`config.mk`:
```
export PLATFORM = sky130hd
export DESIGN_NAME = pts_div
export DESIGN_NICKNAME = d
export VERILOG_FILES = /design/src/design/pts_div.sv
export SDC_FILE = /design/constraint.sdc
export NUM_CORES = 1
export LEC_CHECK = 0
export BUFFER_PORTS_ARGS = -buffer_cell sky130_fd_sc_hd__clkbuf_2
export CORE_MARGIN = 2
export CORE_UTILIZATION = 54
export DETAILED_ROUTE_END_ITERATION = 8
export GPL_TIMING_DRIVEN = 1
export PLACE_DENSITY = 0.78
export SLEW_MARGIN = 40
export SYNTH_ARGS = -nofsm -noshare
export SYNTH_HDL_FRONTEND = slang
export SYNTH_SLANG_ARGS = --single-unit
```
`constraint.sdc`:
```
create_clock -name clk -period 5.1 [get_ports clk]
set_input_delay 0.255 -clock clk [delete_from_list [all_inputs] [get_ports clk]]
set_output_delay 0.255 -clock clk [all_outputs]
set_load 0.01 [all_outputs]
```
`src/design/pts_div.sv`:
```
// Restoring divider for weighted runtime, one quotient bit per cycle.
// Quotient never exceeds the largest weight factor, so 7 bits suffice. Uses no package.
module pts_div (
  input  logic        clk,
  input  logic        rst,
  input  logic        start,
  input  logic [38:0] num,
  input  logic [33:0] den,
  output logic        done,
  output logic [6:0]  quo
);

  logic        busy;
  logic [2:0]  step;
  logic [38:0] rem;
  logic [33:0] dv;
  logic [40:0] sh;

  assign sh = 41'(dv) << step;

  always_ff @(posedge clk) begin
    if (rst) begin
      busy <= 1'b0;
      done <= 1'b0;
    end else begin
      done <= busy && (step == 3'd0);
      if (start) begin
        busy <= 1'b1;
        step <= 3'd6;
        rem  <= num;
        dv   <= den;
        quo  <= '0;
      end else if (busy) begin
        if (41'(rem) >= sh) begin
          rem       <= rem - sh[38:0];
          quo[step] <= 1'b1;
        end
        if (step == 3'd0) begin
          busy <= 1'b0;
        end else begin
          step <= step - 3'd1;
        end
      end
    end
  end

endmodule

```
==> results of run 1 <==
[sequential cells by signal, summed over array words and instances, names as in the netlist]
name and flops:
done 1, busy 1, step 3, quo 7, dv 34, rem 39
[metal layers]
metal  part of all wire [%]  vias to the layer above
li1                       -                     2622
met1                     43                     2563
met2                     47                      233
met3                    8.0                       36
met4                    2.8                        0
met5                      0                        -
[report_power, final]
| group | switching (mW) | internal, mW | leakage (nW) |
|---|---|---|---|
| combinational | 0.628 | 0.420 | 1.99 |
| sequential | 0.0463 | 0.864 | 0.796 |
| clock | 0.275 | 0.330 | 0.119 |
| total | 0.950 | 1.61 | 2.90 |
[layout make-up]
cell class / instances / area (sq um)
clock buffer: 12 / 236
multi-input combinational: 510 / 3900
timing repair buffer: 92 / 508
clock inverter: 4 / 27.5
sequential: 85 / 2530
inverter: 20 / 75.1
fill: 993 / 4550
tap: 147 / 184
[logic make-up (layout without fill, tap and decap cells)]
group,after synthesis,in the layout,share of synthesized area (%)
AO/OA/AOI/OAI,192,192,19.0
multiplexers,63,63,14.9
XOR/XNOR,29,29,3.81
adder cells (fa/ha/maj),42,42,8.00
flip-flops,85,85,38.0
buffers and inverters,61,128,3.49
AND/OR/NAND/NOR,184,184,12.8
[cell usage after synthesis (2+ instances only)]
cell	n	share of area, %
o21bai_1	12	1.4
nor4_1	4	0.38
a21boi_1	2	0.23
mux2i_1	34	5.1
nand3_1	8	0.60
clkbuf_1	30	1.7
nor3b_1	2	0.23
a211oi_1	6	0.68
xnor2_1	16	2.1
mux4_2	29	9.8
or3_1	5	0.47
a21o_1	11	1.2
nand4_1	14	1.3
buf_2	3	0.23
and3_1	5	0.47
a21oi_1	60	4.5
ha_1	41	7.7
edfxtp_1	83	37
nor3_1	15	1.1
dfxtp_1	2	0.60
a21oi_2	3	0.39
nor2b_1	7	0.66
a2111oi_4	2	0.83
o31a_1	2	0.26
o21ai_0	54	4.1
buf_1	8	0.45
and2_1	2	0.19
o31ai_1	7	0.79
o21a_1	7	0.79
nand2_1	78	4.4
nor2_1	39	2.2
a31oi_1	7	0.66
inv_1	18	1.0
xor2_1	13	1.7
[metrics by stage]
step | cell area, sq um | utilization (%) | hold slack, ns | cells | worst slack, ns
floorplan | 6680 | - | 0.327 | 656 | 0.0238
global placement | 7200 | 59.9 | 0.431 | 854 | 0.700
detailed placement | 7200 | 59.9 | 0.434 | 854 | 0.618
CTS | 7460 | 62.1 | 0.0727 | 870 | 0.600
global route | 7460 | 62.1 | 0.0660 | 870 | 0.308
finish | 7460 | 62.1 | 0.0790 | 870 | 0.625
[critical path, stage by stage, from the launching register on]
cell       delay (ns)
edfxtp_1         0.71
buf_12           0.32
mux4_2           0.56
mux2i_1          0.23
ha_1             0.32
nand2_1          0.10
o21ai_0          0.34
a21oi_1          0.13
o221a_2          0.26
o21ai_0          0.20
a21oi_2          0.06
nand2b_4         0.16
a2111oi_4        0.42
buf_12           0.30
[path summary, 6_finish.rpt]
kind | depth (start not counted) | startpoint | endpoint | slack (ns)
setup / recovery | 13 | step[0]$_SDFFCE_PP0P_ | rem[7]$_DFFE_PP_ | 0.62
hold / removal | 1 | den[15] | dv[15]$_DFFE_PP_ | 0.08
setup reg to reg | 13 | step[0]$_SDFFCE_PP0P_ | rem[7]$_DFFE_PP_ | 0.62
hold reg to reg | 1 | busy$_SDFF_PP0_ | done$_SDFF_PP0_ | 0.52
==> parameters.txt, run 1 <==
Parameter                              Value

Route
  WL/cell ... 19.7 microns
  Number of vias per cell ... 6.27
  Remaining antenna violation count after routing ... 0
  Detailed-route via count ... 5454
  Iteration-0 DRC Markers ... 532
  First drt pass iteration count ... 5
  Final WL ... 17100 microns
  Residual DRC count ... 0

Clock network
  Clock-pin slew on the worst setup and hold paths ... 0.06 ns
  CTS root buffer ... clkbuf_16
  CTS tree ... yes
  Sinks on Clock Net ... 85
  Post-cts hold buffer count ... 0
  Number of buffers added by the clock tree synthesis step ... 9
  Htree depth ... 3
  Buffer count from post-CTS setup fixing ... 0
  CTS-repair resized insts ... 0
  Clk Latency, worst-skew pair ... 0.35 ns
  Clock Path Buffers ... 2

Global routing
  Wire length of the first global-routing pass ... 27500 microns
  Met3 capacity usage during global routing ... 5.75%
  GR Util met2 ... 43.7%
  Vias in the first global route ... 5324
  Pin count of the biggest net entering global routing ... 79
  Met1 Track Usage GR ... 37.1%
  GR Overflow Total ... 0
  Antenna violations before repair ... 0
  Highest-utilization routing layer at the global route stage ... met2
  Global router's overall resource usage ... 27.3%

Critical path
  Signal arrival time at the worst endpoint ... 4.51 ns
  Capturing element type of the critical path ... flop
  Worst Path Required ... 5.13 ns
  Maximum net fanout on the critical path ... 40
  Type of element launching the critical path ... flop
  Class of the most critical setup path ... reg2reg

Timing
  Setup repair after global routing missed its margin ... no
  Final count of negative-setup-slack endpoints ... 0
  Fin. max-slew vios ... 0
  Max-slew headroom ... 52.6%
  Tmin final ... 4.48 ns
  Final Skew ... 0.0119 ns
  Worst Tran Pin Value ... 0.711 ns
  Hold violation count in the final report ... 0
  Maximum operating frequency ... 223 MHz
  Final critical-path share of the clock period ... 87.7%
  Sum of negative setup slack ... 0 ns

Yosys
  Post-synthesis average cell area ... 10.2 sq um
  Count of distinct cell types in the synthesized netlist ... 61
  Number of instances in the synthesized netlist ... 656
  Count of flip-flops with a built-in enable after synthesis ... 83
  Most used flip-flop cell after synthesis ... edfxtp_1
  Synthesized flop and latch total ... 85
  Net count of the mapped netlist ... 774
  YS warnings ... 0
  Share of synthesized area occupied by flip-flops and latches ... 38.0%
  Proportion of register bits with asynchronous set or reset after synthesis ... 0%
  Post-synthesis instance area ... 6660 sq um

Layout
  Fraction of layout cells with a size suffix above 1 ... 20.9%
  Commonest non-fill, non-tap cells in the layout ... edfxtp_1, clkbuf_2, nand2_1
  P&R area growth vs syn ... 12.0%
  Total Nets Final ... 836
  Antenna diodes ... 0

Power and ir drop
  Power density over the cells ... 343 nW/um^2
  Static power due to leakage ... 2.90 nW
  Total power of the final layout ... 2.56 mW
  Worst IR Drop VDD ... 0.215 mV

Placed design
  Number of I/O port buffers ... 83
  Sum of net half-perimeters after detailed placement ... 13200 microns
  Final Wtd Congestion ... 0.982

Hold path
  Path class of the lowest-slack min-delay path ... in2reg

Run
  Max Cap Viol ... 0

Floorplan
  Die X-Extent ... 115 microns
  Vertical die dimension ... 115 microns
  Number of top-level design ports ... 84
  Overall die area ... 13200 sq um
  Area of the core ... 12000 sq um
  Initial cell density of the core ... 55.5%
  Total number of placement rows ... 40

Outcome
  Run status ... finished, final reports clean
(Power assumes the default switching activity.)
==> inputs of run 2 (changes only) <==
Settings changed: CORE_UTILIZATION 54 to 50, PLACE_DENSITY 0.78 to 0.73.
==> parameters.txt, run 2 (synthesis gave the netlist of run 1 again) <==
Parameter                              Value

Floorplan
  Die X-Extent ... 119 microns (+3.8%)
  Initial cell density of the core ... 50.7% (-4.8 points)
  Number of top-level design ports ... 84 (unchanged)
  Vertical die dimension ... 119 microns (+3.8%)
  Total number of placement rows ... 42 (+5.0%)
  Overall die area ... 14300 sq um (+7.7%)
  Area of the core ... 13100 sq um (+9.4%)

Route
  Remaining antenna violation count after routing ... 0 (unchanged)
  WL/cell ... 18.4 microns (-6.7%)
  Final WL ... 16600 microns (-3.2%)
  Iteration-0 DRC Markers ... 408 (-23%)
  First drt pass iteration count ... 4 (-1)
  Residual DRC count ... 0 (unchanged)
  Detailed-route via count ... 5462 (+0.15%)
  Wl on met1 ... 7420 microns (+1.8%)
  Met2 Routed Length ... 7720 microns (-3.3%)
  Total met3 wirelength after detailed routing ... 1020 microns (-26%)
  Top routing layer in use ... met4
  Number of vias per cell ... 6.06 (-3.4%)

Critical path
  Highest-delay cell along the critical path ... edfxtp_1
  CP bufs+invs ... 1 (-1)
  Maximum net fanout on the critical path ... 26 (-35%)
  Crit path max-delay family ... compound AO/OA/AOI/OAI gates
  Type of element launching the critical path ... flop
  Signal arrival time at the worst endpoint ... 4.55 ns (+0.04 ns)
  Ordered cell list for the critical path ... mux2i_1, a21oi_1, mux2i_1, ha_1, nand2_1, a211o_1, a311oi_2, nor3b_2, o31ai_4, a21oi_2, nand2b_4, a2111oi_4, buf_4
  Class of the most critical setup path ... reg2reg
  Capturing element type of the critical path ... flop
  Worst Path Required ... 5.12 ns (about the same)
  Cell seen most often among critical-path stages ... mux2i_1
  Worst stage delay on the critical path ... 0.83 ns (+0.12 ns)

Timing
  Tmin final ... 4.54 ns (+0.0606 ns)
  Setup repair after global routing missed its margin ... no
  Sum of negative setup slack ... 0 ns (unchanged)
  WHS ... 0.0692 ns (-0.00982 ns)
  Final Skew ... 0.00591 ns (-0.00604 ns)
  Maximum operating frequency ... 220 MHz (-1.3%)
  Final count of negative-setup-slack endpoints ... 0 (unchanged)
  Final critical-path share of the clock period ... 88.9% (+1.2 points)
  Max-slew headroom ... 49.9% (-2.7 points)
  Hold violation count in the final report ... 0 (unchanged)
  Worst Tran Pin Value ... 0.751 ns (+0.0405 ns)
  Fin. max-slew vios ... 0 (unchanged)

Global routing
  GR Overflow Total ... 0 (unchanged)
  Global router's overall resource usage ... 24.3% (-2.9 points)
  Wire length of the first global-routing pass ... 27100 microns (-1.4%)
  Antenna violations before repair ... 0 (unchanged)
  Pin count of the biggest net entering global routing ... 49 (-38%)
  Vias in the first global route ... 5363 (+0.73%)

Layout
  P&R area growth vs syn ... 13.1%
  Largest registers ... rem x39, dv x34, quo x7
  Area used by multi-input combinational logic ... 3900 sq um (unchanged)
  Flip-flop count of the largest register after layout ... 39 (unchanged)
  Commonest non-fill, non-tap cells in the layout ... edfxtp_1, clkbuf_2, nand2_1
  Antenna diodes ... 0 (unchanged)
  Fraction of layout cells with a size suffix above 1 ... 21.3% (+0.46 points)
  Total Nets Final ... 839 (+0.36%)
  Largest reg by FF count ... rem
  Area taken by flip-flops and latches ... 2530 sq um (unchanged)
  Fill cell total of the finished layout ... 1150 (+16%)

Placed design
  Final Wtd Congestion ... 0.919 (-6.4%)
  Sum of net half-perimeters after detailed placement ... 12900 microns (-2.2%)
  Number of I/O port buffers ... 83 (unchanged)

Clock network
  Buffer count from post-CTS setup fixing ... 0 (unchanged)
  Post-cts hold buffer count ... 0 (unchanged)
  Number of buffers added by the clock tree synthesis step ... 9 (unchanged)
  CTS root buffer ... clkbuf_16
  Sinks on Clock Net ... 85 (unchanged)
  CTS tree ... yes
  CTS-repair resized insts ... 0 (unchanged)
  Htree depth ... 3 (unchanged)
  Clk Latency, worst-skew pair ... 0.36 ns (about the same)
  Clock Path Buffers ... 2 (unchanged)
  Clock-pin slew on the worst setup and hold paths ... 0.06 ns (about the same)

Outcome
  Run status ... finished, final reports clean

Run
  Max Cap Viol ... 0 (unchanged)

Hold path
  Path class of the lowest-slack min-delay path ... in2reg

Power and ir drop
  Power density over the cells ... 348 nW/um^2 (+1.4%)
  Worst IR Drop VDD ... 0.227 mV (+5.6%)
  Static power due to leakage ... 2.94 nW (+1.2%)
## run 2: cell type report
| cell class | count | area share [%] |
|---|---|---|
| multi-input cells | 510 | 51.8 |
| well taps | 176 | 2.92 |
| flip-flops and latches | 85 | 33.6 |
| repair buffers | 95 | 6.71 |
| clock buffers | 11 | 3.22 |
| clock inverters | 5 | 0.748 |
| inverters | 20 | 0.997 |
## run 2: report_power, final
group | internal [mW] | total [mW] | switching, mW
clock network | 0.394 | 0.680 | 0.286
registers | 0.864 | 0.905 | 0.0410
logic | 0.418 | 1.04 | 0.621
total | 1.68 | 2.62 | 0.948
## run 2: through the flow
| stage | cell area, sq um | cells | setup WS [ns] | util, % | power, mW |
|---|---|---|---|---|---|
| after CTS | 7530 | 902 | 0.577 | 57.3 | 2.62 |
| after global routing | 7530 | 902 | 0.279 | 57.3 | 2.77 |
| after global placement | 7230 | 886 | 0.793 | 55.1 | 1.91 |
| final | 7530 | 902 | 0.564 | 57.3 | 2.62 |
| after floorplan | 6680 | 656 | 0.0238 | - | 1.68 |
| after detailed placement | 7230 | 886 | 0.605 | 55.1 | 1.94 |
## run 2: path summary, 6_finish.rpt
path | cells past startpoint | endpoint | slack [ns] | startpoint
worst max-delay path | 13 | rem[18]$_DFFE_PP_ | 0.56 | step[1]$_SDFFCE_PP1P_
worst min-delay path | 1 | dv[2]$_DFFE_PP_ | 0.07 | den[2]
worst max register to register | 13 | rem[18]$_DFFE_PP_ | 0.56 | step[1]$_SDFFCE_PP1P_
worst min register to register | 1 | done$_SDFF_PP0_ | 0.52 | busy$_SDFF_PP0_
## run 2: routing by layer
layer	GRT usage, %	up-vias
met1	33.1	2595
met5	0	-
li1	-	2632
met3	3.98	27
met4	9.49	0
met2	39.2	208
